[src/hdl/sorted_key_value_table_core_assert.svh]
// ----------------------------------------------------------------------------
// sorted key/value table assertion macros
// ----------------------------------------------------------------------------
`ifndef SORTED_KEY_VALUE_TABLE_CORE_ASSERT_SVH
`define SORTED_KEY_VALUE_TABLE_CORE_ASSERT_SVH

// same-cycle implication, disabled during reset
`define SKVT_ASSERT_SAME(label, clk, rst, ante, cons) \
  label: assert property (@(posedge clk) disable iff (rst) (ante) |-> (cons)) \
    else $error("sorted key/value table check failed");

// next-cycle implication, disabled during reset
`define SKVT_ASSERT_NEXT(label, clk, rst, ante, cons) \
  label: assert property (@(posedge clk) disable iff (rst) (ante) |=> (cons)) \
    else $error("sorted key/value table check failed");

`endif

[src/hdl/skvt_pkg.sv]
// ----------------------------------------------------------------------------
// skvt_pkg
// Shared constants, codes and types of the sorted key/value table.
// ----------------------------------------------------------------------------
`default_nettype none

package skvt_pkg;

  localparam int CAPACITY   = 64;
  localparam int KEY_BITS   = 32;
  localparam int VALUE_BITS = 32;
  localparam int POS_BITS   = $clog2(CAPACITY);
  localparam int CNT_BITS   = $clog2(CAPACITY + 1);

  typedef enum logic [1:0] {
    OP_INSERT = 2'd0,
    OP_DELETE = 2'd1,
    OP_FIND   = 2'd2
  } op_t;

  typedef enum logic [1:0] {
    ST_OK      = 2'd0,
    ST_MISSING = 2'd1,
    ST_FULL    = 2'd2
  } status_t;

  // broadcast from the controller to every cell
  typedef struct packed {
    logic                  ins;
    logic                  del;
    logic                  upd;
    logic [KEY_BITS-1:0]   key;
    logic [VALUE_BITS-1:0] value;
  } cell_ctl_t;

endpackage

`default_nettype wire

[src/hdl/skvt_cell.sv]
// ----------------------------------------------------------------------------
// skvt_cell
// One table entry: compares its key against the request key and takes data
// from its lower or upper neighbor when entries shift.
// ----------------------------------------------------------------------------
`default_nettype none

module skvt_cell
  import skvt_pkg::*;
(
  input  wire logic                  clk,
  input  wire logic                  rst,
  input  wire cell_ctl_t             ctl,
  input  wire logic                  lt_in,
  input  wire logic [KEY_BITS-1:0]   lo_key,
  input  wire logic [VALUE_BITS-1:0] lo_value,
  input  wire logic                  lo_valid,
  input  wire logic [KEY_BITS-1:0]   hi_key,
  input  wire logic [VALUE_BITS-1:0] hi_value,
  input  wire logic                  hi_valid,
  output logic [KEY_BITS-1:0]        cell_key,
  output logic [VALUE_BITS-1:0]      cell_value,
  output logic                       cell_valid,
  output logic                       lt,
  output logic                       eq,
  output logic                       mark
);

  // compare against the request key
  always_comb begin
    lt   = cell_valid && (cell_key < ctl.key);
    eq   = cell_valid && (cell_key == ctl.key);
    mark = !lt && lt_in;
  end

  // occupancy follows the shifting entries
  always_ff @(posedge clk) begin
    if (rst) begin
      cell_valid <= 1'b0;
    end else if (ctl.ins && !lt) begin
      cell_valid <= mark ? 1'b1 : lo_valid;
    end else if (ctl.del && !lt) begin
      cell_valid <= hi_valid;
    end
  end

  // key and value: shift up on insert, down on delete, overwrite on hit
  always_ff @(posedge clk) begin
    if (ctl.ins && !lt) begin
      cell_key   <= mark ? ctl.key : lo_key;
      cell_value <= mark ? ctl.value : lo_value;
    end else if (ctl.del && !lt) begin
      cell_key   <= hi_key;
      cell_value <= hi_value;
    end else if (ctl.upd && eq) begin
      cell_value <= ctl.value;
    end
  end

endmodule

`default_nettype wire

[config.mk]
export PLATFORM = sky130hd
export DESIGN_NAME = skvt_cell
export DESIGN_NICKNAME = d
export VERILOG_FILES = /design/src/hdl/sorted_key_value_table_core_assert.svh /design/src/hdl/skvt_pkg.sv /design/src/hdl/skvt_cell.sv
export SDC_FILE = /design/constraint.sdc
export NUM_CORES = 1
export LEC_CHECK = 0
export ABC_AREA = 1
export BUFFER_PORTS_ARGS = -buffer_cell sky130_fd_sc_hd__buf_4
export CAP_MARGIN = 20
export CELL_PAD_IN_SITES_DETAIL_PLACEMENT = 1
export CELL_PAD_IN_SITES_GLOBAL_PLACEMENT = 1
export CORE_MARGIN = 2
export CORE_UTILIZATION = 30
export DETAILED_ROUTE_END_ITERATION = 7
export PLACE_DENSITY_LB_ADDON = 0.1
export SETUP_SLACK_MARGIN = 0.05
export SLEW_MARGIN = 5
export SYNTH_ARGS = -nofsm -noshare
export SYNTH_HDL_FRONTEND = slang
export SYNTH_SLANG_ARGS = --single-unit
[constraint.sdc]
create_clock -name clk -period 3.15 [get_ports clk]
set_input_delay 0.63 -clock clk [delete_from_list [all_inputs] [get_ports clk]]
set_output_delay 0.63 -clock clk [all_outputs]
set_load 0.05 [all_outputs]
==> results of run 1 <==
==> worst max-delay path, delay by kind of cell <==
kind                     cells  cell delay [ns]
AND/OR/NAND/NOR              9             0.85
buffers and inverters        4             0.42
adder cells (fa/ha/maj)      1             0.29
==> area by class of cell <==
cell class / instances / area [um^2]
well taps: 216 / 270
repair buffers: 281 / 2130
multi-input cells: 534 / 2470
flip-flops and latches: 65 / 1940
fillers: 2055 / 8500
clock buffers: 16 / 272
inverters: 46 / 173
==> kinds of logic (layout without fill, tap and decap cells) <==
kind of cell	count (synthesis)	count (layout)
flip-flops	65	65
adder cells (fa/ha/maj)	32	32
buffers and inverters	83	343
AO/OA/AOI/OAI	80	80
AND/OR/NAND/NOR	422	422
==> registers in the layout, summed over array words and instances (netlist names) <==
signal	count
cell_value	32
cell_key	32
cell_valid	1
==> metrics by stage <==
stage | std cells | setup slack, ns | hold WS, ns
global route | 1158 | 0.165 | 0.445
finish | 1158 | 0.327 | 0.454
global placement | 1142 | 0.289 | 0.612
detailed placement | 1142 | 0.227 | 0.628
floorplan | 682 | 0.182 | 0.702
CTS | 1158 | 0.282 | 0.439
==> synth_stat cells <==
cell      count  share of area
a21o_1        1         0.0016
a21oi_1      11          0.011
a21oi_2       1         0.0018
buf_1         1        0.00078
buf_2        15          0.016
buf_4         4         0.0063
buf_6         6          0.014
clkbuf_1     10         0.0078
clkbuf_2      1         0.0010
dfxtp_1       1         0.0042
edfxtp_1     64           0.40
ha_1         32          0.083
inv_1        44          0.034
inv_2         2         0.0016
nand2_1     327           0.26
nand2_2       3         0.0039
nand3_1      38          0.040
nand3b_1      1         0.0016
nand4_1       2         0.0026
nor2_1       48          0.038
nor3_1        1         0.0010
nor3_2        1         0.0021
o21ai_0      38          0.040
o21ai_1      29          0.030
or2_2         1         0.0013
==> where the power goes <==
part           leakage, nW  internal, mW  switching (mW)
combinational         3.08         0.550            1.07
sequential           0.663          1.15          0.0666
clock                0.131         0.578           0.366
total                 3.88          2.27            1.50
==> metal layers <==
layer | vias to the layer above | wire (um) | track usage
li1 | 2708 | - | -
met2 | 191 | 9440 | 0.399
met3 | 27 | 1600 | 0.0656
met1 | 2488 | 7410 | 0.240
met4 | 0 | 408 | 0.0826
met5 | - | 0 | 0
==> final timing paths <==
path                     start           end  slack (ns)  depth (start not counted)
hold reg to reg     cell_valid    cell_valid        0.62                          4
setup / recovery       ctl[39]          mark        0.33                         14
setup reg to reg  cell_key[31]  cell_key[14]        0.62                         12
hold / removal             rst    cell_valid        0.45                          2
==> results.toml, run 1 <==
[status]
outcome = "finished, final reports clean"

[global_route]
grt.overflow.total = 0
grt_usage = 0.219
grt_pass1_vias = 5811
grt_pass1_wl_um = 28600
antenna_found_initial = 0
grt_start_max_net_pins = 65

[floorplanning]
die_area_um2 = 17000
fp.dieW_um = 130
die_h_um = 130
rows = 46
ios = 268
core_um2 = 15800
start_util = 0.304

[layout]
mostFrequentLayoutCells = "325 x nand2_1, 279 x buf_4, 64 x edfxtp_1, 48 x nor2_1, 44 x inv_1"
n_antenna_cell = 0
layout-drive-gt1-share = 0.322
final_core_util = 0.461
final_common_cell = "nand2_1"
nNetsFinal = 1169
stdcell_area_um2 = 7270
synthToLayoutAreaGrowth_pct = 51.4

[synthesis]
synth_simple_gate_area_frac = 0.346
synth-seq-cells = 65
synth_nets = 914
synthMuxAreaShare = 0
postSynthCellCount = 682
yosys.cell_types.count = 25
synthXorXnorAreaFrac = 0
avgSynthCellArea_um2 = 7.04
synth_top_family_by_area = "simple AND/OR/NAND/NOR gates"
synth_warnings = 0
synth_fa_ha_area_frac = 0.0834
synth_seq_area_share = 0.405
syn-cell-area_um2 = 4800
synth_compound_area_frac = 0.0847

[clock_network]
clockRootBuffer = "clkbuf_16"
clkLatencyLatePin_ns = 0.33
clkSinkCount = 65
clk_path_buf_depth = 2
post-cts-setup-buffer-count = 0
hold_buffers = 0
htreeDepth = 3
cts_resized = 0
cts_tree = "built"
cts_made_buffers = 9
clkSlewWorstSetupHoldPaths_ns = 0.05

[detailed_routing]
dr_total_vias = 5414
drc = 0
vias_per_cell = 4.68
drt-initial-drc-count = 230
first_pass_iters = 4
ant_nets = 0
drt-total-wl_um = 18900
routedWlPerCell_um = 16.3

[sta]
max_slew_margin = 0.688
setup_violations = 0
slew_viol_final = 0
max_freq_mhz = 354
tightest_slew_ns = 0.467
rsz0062_at_grt = "no"
period_needed_ns = 2.82
finClkSkew_ns = 0.00456
tns_ns = 0
fin_crit_sh = 0.896
hold_violations = 0

[worst_setup_path]
critPathArrivalTime_ns = 2.19
end_kind = "output port"
worstPathCellList = "buf_4 -> inv_1 -> ha_1 -> nand2_1 -> nor2_1 -> nand2_1 -> nand2_1 -> nand2_1 -> nand2_1 -> nand2_1 -> nand2_2 -> nand2_2 -> inv_2 -> buf_4"
cp.required_ns = 2.52
crit_slowest_cell = "ha_1"
cp-start-kind = "input port"
max_stage_delay_ns = 0.29
critPathKind = "input port to output port"
cp_common_cell = "nand2_1"
crit_fanout = 9

[pwr]
p_leak_nw = 3.88
total_power_mw = 3.78
power_density_nw_per_um2 = 520
vdd_drop_max_mv = 0.251

[min_path]
hp-class = "input port to register"

[placed_design]
port-buffer-count = 267
dp_hpwl_um = 14200
place_area_um2 = 6990
routabilityCongestion = 0.839

[job]
maxCapViolCount = 0
No activity file was read; power rests on OpenSTA's default activity.
==> run 2: changes to the inputs <==
--- a/config.mk
+++ b/config.mk
@@ -5,13 +5,12 @@
 export SDC_FILE = /design/constraint.sdc
 export NUM_CORES = 1
 export LEC_CHECK = 0
-export ABC_AREA = 1
 export BUFFER_PORTS_ARGS = -buffer_cell sky130_fd_sc_hd__buf_4
 export CAP_MARGIN = 20
 export CELL_PAD_IN_SITES_DETAIL_PLACEMENT = 1
 export CELL_PAD_IN_SITES_GLOBAL_PLACEMENT = 1
 export CORE_MARGIN = 2
-export CORE_UTILIZATION = 30
+export CORE_UTILIZATION = 31
 export DETAILED_ROUTE_END_ITERATION = 7
 export PLACE_DENSITY_LB_ADDON = 0.1
 export SETUP_SLACK_MARGIN = 0.05
==> run 2 against run 1 <==
Compared with the run above: critical path depth fell by 4; sequential cell count stayed put; cell count shrank 24%; sequential power barely moved; largest cell class is now buffers.
==> results.toml, run 2 <==
[floorplanning]
rows = 43
fp.dieW_um = 122
die_h_um = 122
ios = 268
core_um2 = 13700
die_area_um2 = 14800
start_util = 0.313

[min_path]
holdPathStages = 2
hp-class = "input port to register"

[pwr]
power_density_nw_per_um2 = 528
vdd_drop_max_mv = 0.197
p_leak_nw = 3.32

[layout]
final_cells = 879
final_common_cell = "buf_4"
layout-drive-gt1-share = 0.484
n_antenna_cell = 0
mostFrequentLayoutCells = "292 x buf_4, 64 x edfxtp_1, 38 x nand2_1, 35 x nor2_1, 35 x inv_1"
synthToLayoutAreaGrowth_pct = 65.0
stdcell_area_um2 = 7080
nNetsFinal = 926
fillCellCount = 1574
largestRegisters = "cell_key: 32 flops, cell_value: 32 flops, cell_valid: 1 flops"

[worst_setup_path]
reg2reg_slack_ns = 0.30
cp-start-kind = "input port"
end_kind = "output port"
reg2regPathDepth = 10
crit_fanout = 4
cp.required_ns = 2.52
critPathKind = "input port to output port"
critPathArrivalTime_ns = 2.39

[global_route]
grt_pass1_vias = 4881
grt_usage = 0.216
grt.overflow.total = 0
grt_start_max_net_pins = 35
antenna_found_initial = 0
grt_pass1_wl_um = 24500

[sta]
period_needed_ns = 3.02
hold_violations = 0
setup_violations = 0
rsz0062_at_grt = "yes"
finClkSkew_ns = 0.00676
max_slew_margin = 0.553
tightest_slew_ns = 0.671
max_freq_mhz = 332
fin_crit_sh = 0.958
slew_viol_final = 0

[synthesis]
synth_area_leader_cell = "edfxtp_1"
synth_top_area_frac = 0.448
synth_seq_area_share = 0.452
synth_common_cells = "64 x edfxtp_1, 38 x nand2_1, 36 x nor2_1"
synth-seq-cells = 65
yosys.cell_types.count = 37
synth.area.top_cells = "edfxtp_1 45%, ha_1 9.3%, mux2i_1 7.5%"
synthFlopType = "edfxtp_1"
async_flop_share = 0
synth-edff-count = 64
synth_nets = 643
postSynthCellCount = 411
avgSynthCellArea_um2 = 10.4
yosysMostFrequentCell = "edfxtp_1"
synth_warnings = 0
syn-cell-area_um2 = 4290

[clock_network]
clkLatencyLatePin_ns = 0.33
clkSlewWorstSetupHoldPaths_ns = 0.05
cts_made_buffers = 9
clkSinkCount = 65
htreeDepth = 3
clk_path_buf_depth = 2
clockRootBuffer = "clkbuf_16"
cts_tree = "built"

[status]
outcome = "finished, final reports clean"

[placed_design]
place_area_um2 = 6590
routabilityCongestion = 0.803
port-buffer-count = 267
dp.cells = 850
dp_hpwl_um = 12800

[detailed_routing]
dr_wl_met2_um = 8300
first_pass_iters = 4
dr_wl_met3_um = 1440
ant_nets = 0
drc = 0
drt-total-wl_um = 16200
routedLengthMet1_um = 6090
maxUsedRoutingLayer = "met4"
routedWlPerCell_um = 18.5
drt-initial-drc-count = 148
dr_total_vias = 4477
vias_per_cell = 5.09

[job]
maxCapViolCount = 0
[run 2: cell types whose count changed in the layout (fill, tap and decap cells not counted), moves of 25 or more]
| cell | before | now |
|---|---|---|
| nand2_1 | 325 | 38 |
| nand3_1 | 38 | 1 |
| mux2i_1 | 0 | 32 |
| o22ai_1 | 0 | 32 |
| o32ai_1 | 0 | 32 |
| o21ai_1 | 29 | 4 |
[run 2: logic make-up after synthesis]
group                    Yosys count  synth area share
flip-flops                        65             0.452
AND/OR/NAND/NOR                   92            0.0956
buffers and inverters             61            0.0659
adder cells (fa/ha/maj)           32            0.0932
multiplexers                      32            0.0746
AO/OA/AOI/OAI                    129             0.219
[run 2: cell type report]
type / instances / area (um^2) / area share
tap: 180 / 225 / 0.0318
clock inverter: 5 / 46.3 / 0.00653
multi-input combinational: 285 / 2210 / 0.312
clock buffer: 11 / 233 / 0.0329
inverter: 35 / 131 / 0.0185
sequential: 65 / 1940 / 0.274
timing repair buffer: 298 / 2300 / 0.324
[run 2: timing repair]
| action | 4_1_cts | 5_1_grt |
|---|---|---|
| resized for setup | 5 | 12 |
| setup buffers | 5 | 8 |
| hold buffers | 0 | 0 |
| pin swaps | 6 | 10 |
| endpoints found under the setup margin | 2 | 4 |
[run 2: critical path: stages]
cell       delay (ns)
buf_4            0.09
inv_1            0.04
ha_1             0.27
and2_1           0.18
a221o_1          0.37
a22oi_2          0.22
o2111ai_4        0.19
nor2_8           0.20
nor2b_4          0.06
buf_8            0.14
[run 2: final timing paths]
kind / start / endpoint
worst max-delay path: ctl[50] / mark
worst max register to register: cell_key[30] / cell_value[12]
worst min-delay path: rst / cell_valid
worst min register to register: cell_valid / cell_valid
[run 2: metrics by stage]
step / setup WS (ns) / setup TNS (ns) / util / hold slack, ns / total power [mW]
after floorplan: 0.00407 / 0 / - / 0.699 / 2.13
after global placement: -0.0356 / -0.0975 / 0.481 / 0.536 / 2.71
after detailed placement: -0.0603 / -0.980 / 0.481 / 0.534 / 2.75
after CTS: 0.0687 / 0 / 0.505 / 0.442 / 3.73
after global routing: 0.0157 / 0 / 0.516 / 0.455 / 3.93
final: 0.134 / 0 / 0.516 / 0.456 / 3.74
[run 2: report_power, final]
part | leakage, nW | switching, mW | internal, mW
Combinational | 2.53 | 0.973 | 0.600
Sequential | 0.646 | 0.0675 | 1.14
Clock | 0.136 | 0.357 | 0.603
[run 2: routing by layer]
metal  GRT usage  vias up
met5           0        -
met4      0.0876        0
met3      0.0641       29
met2       0.389      198
met1       0.236     2111
li1            -     2139
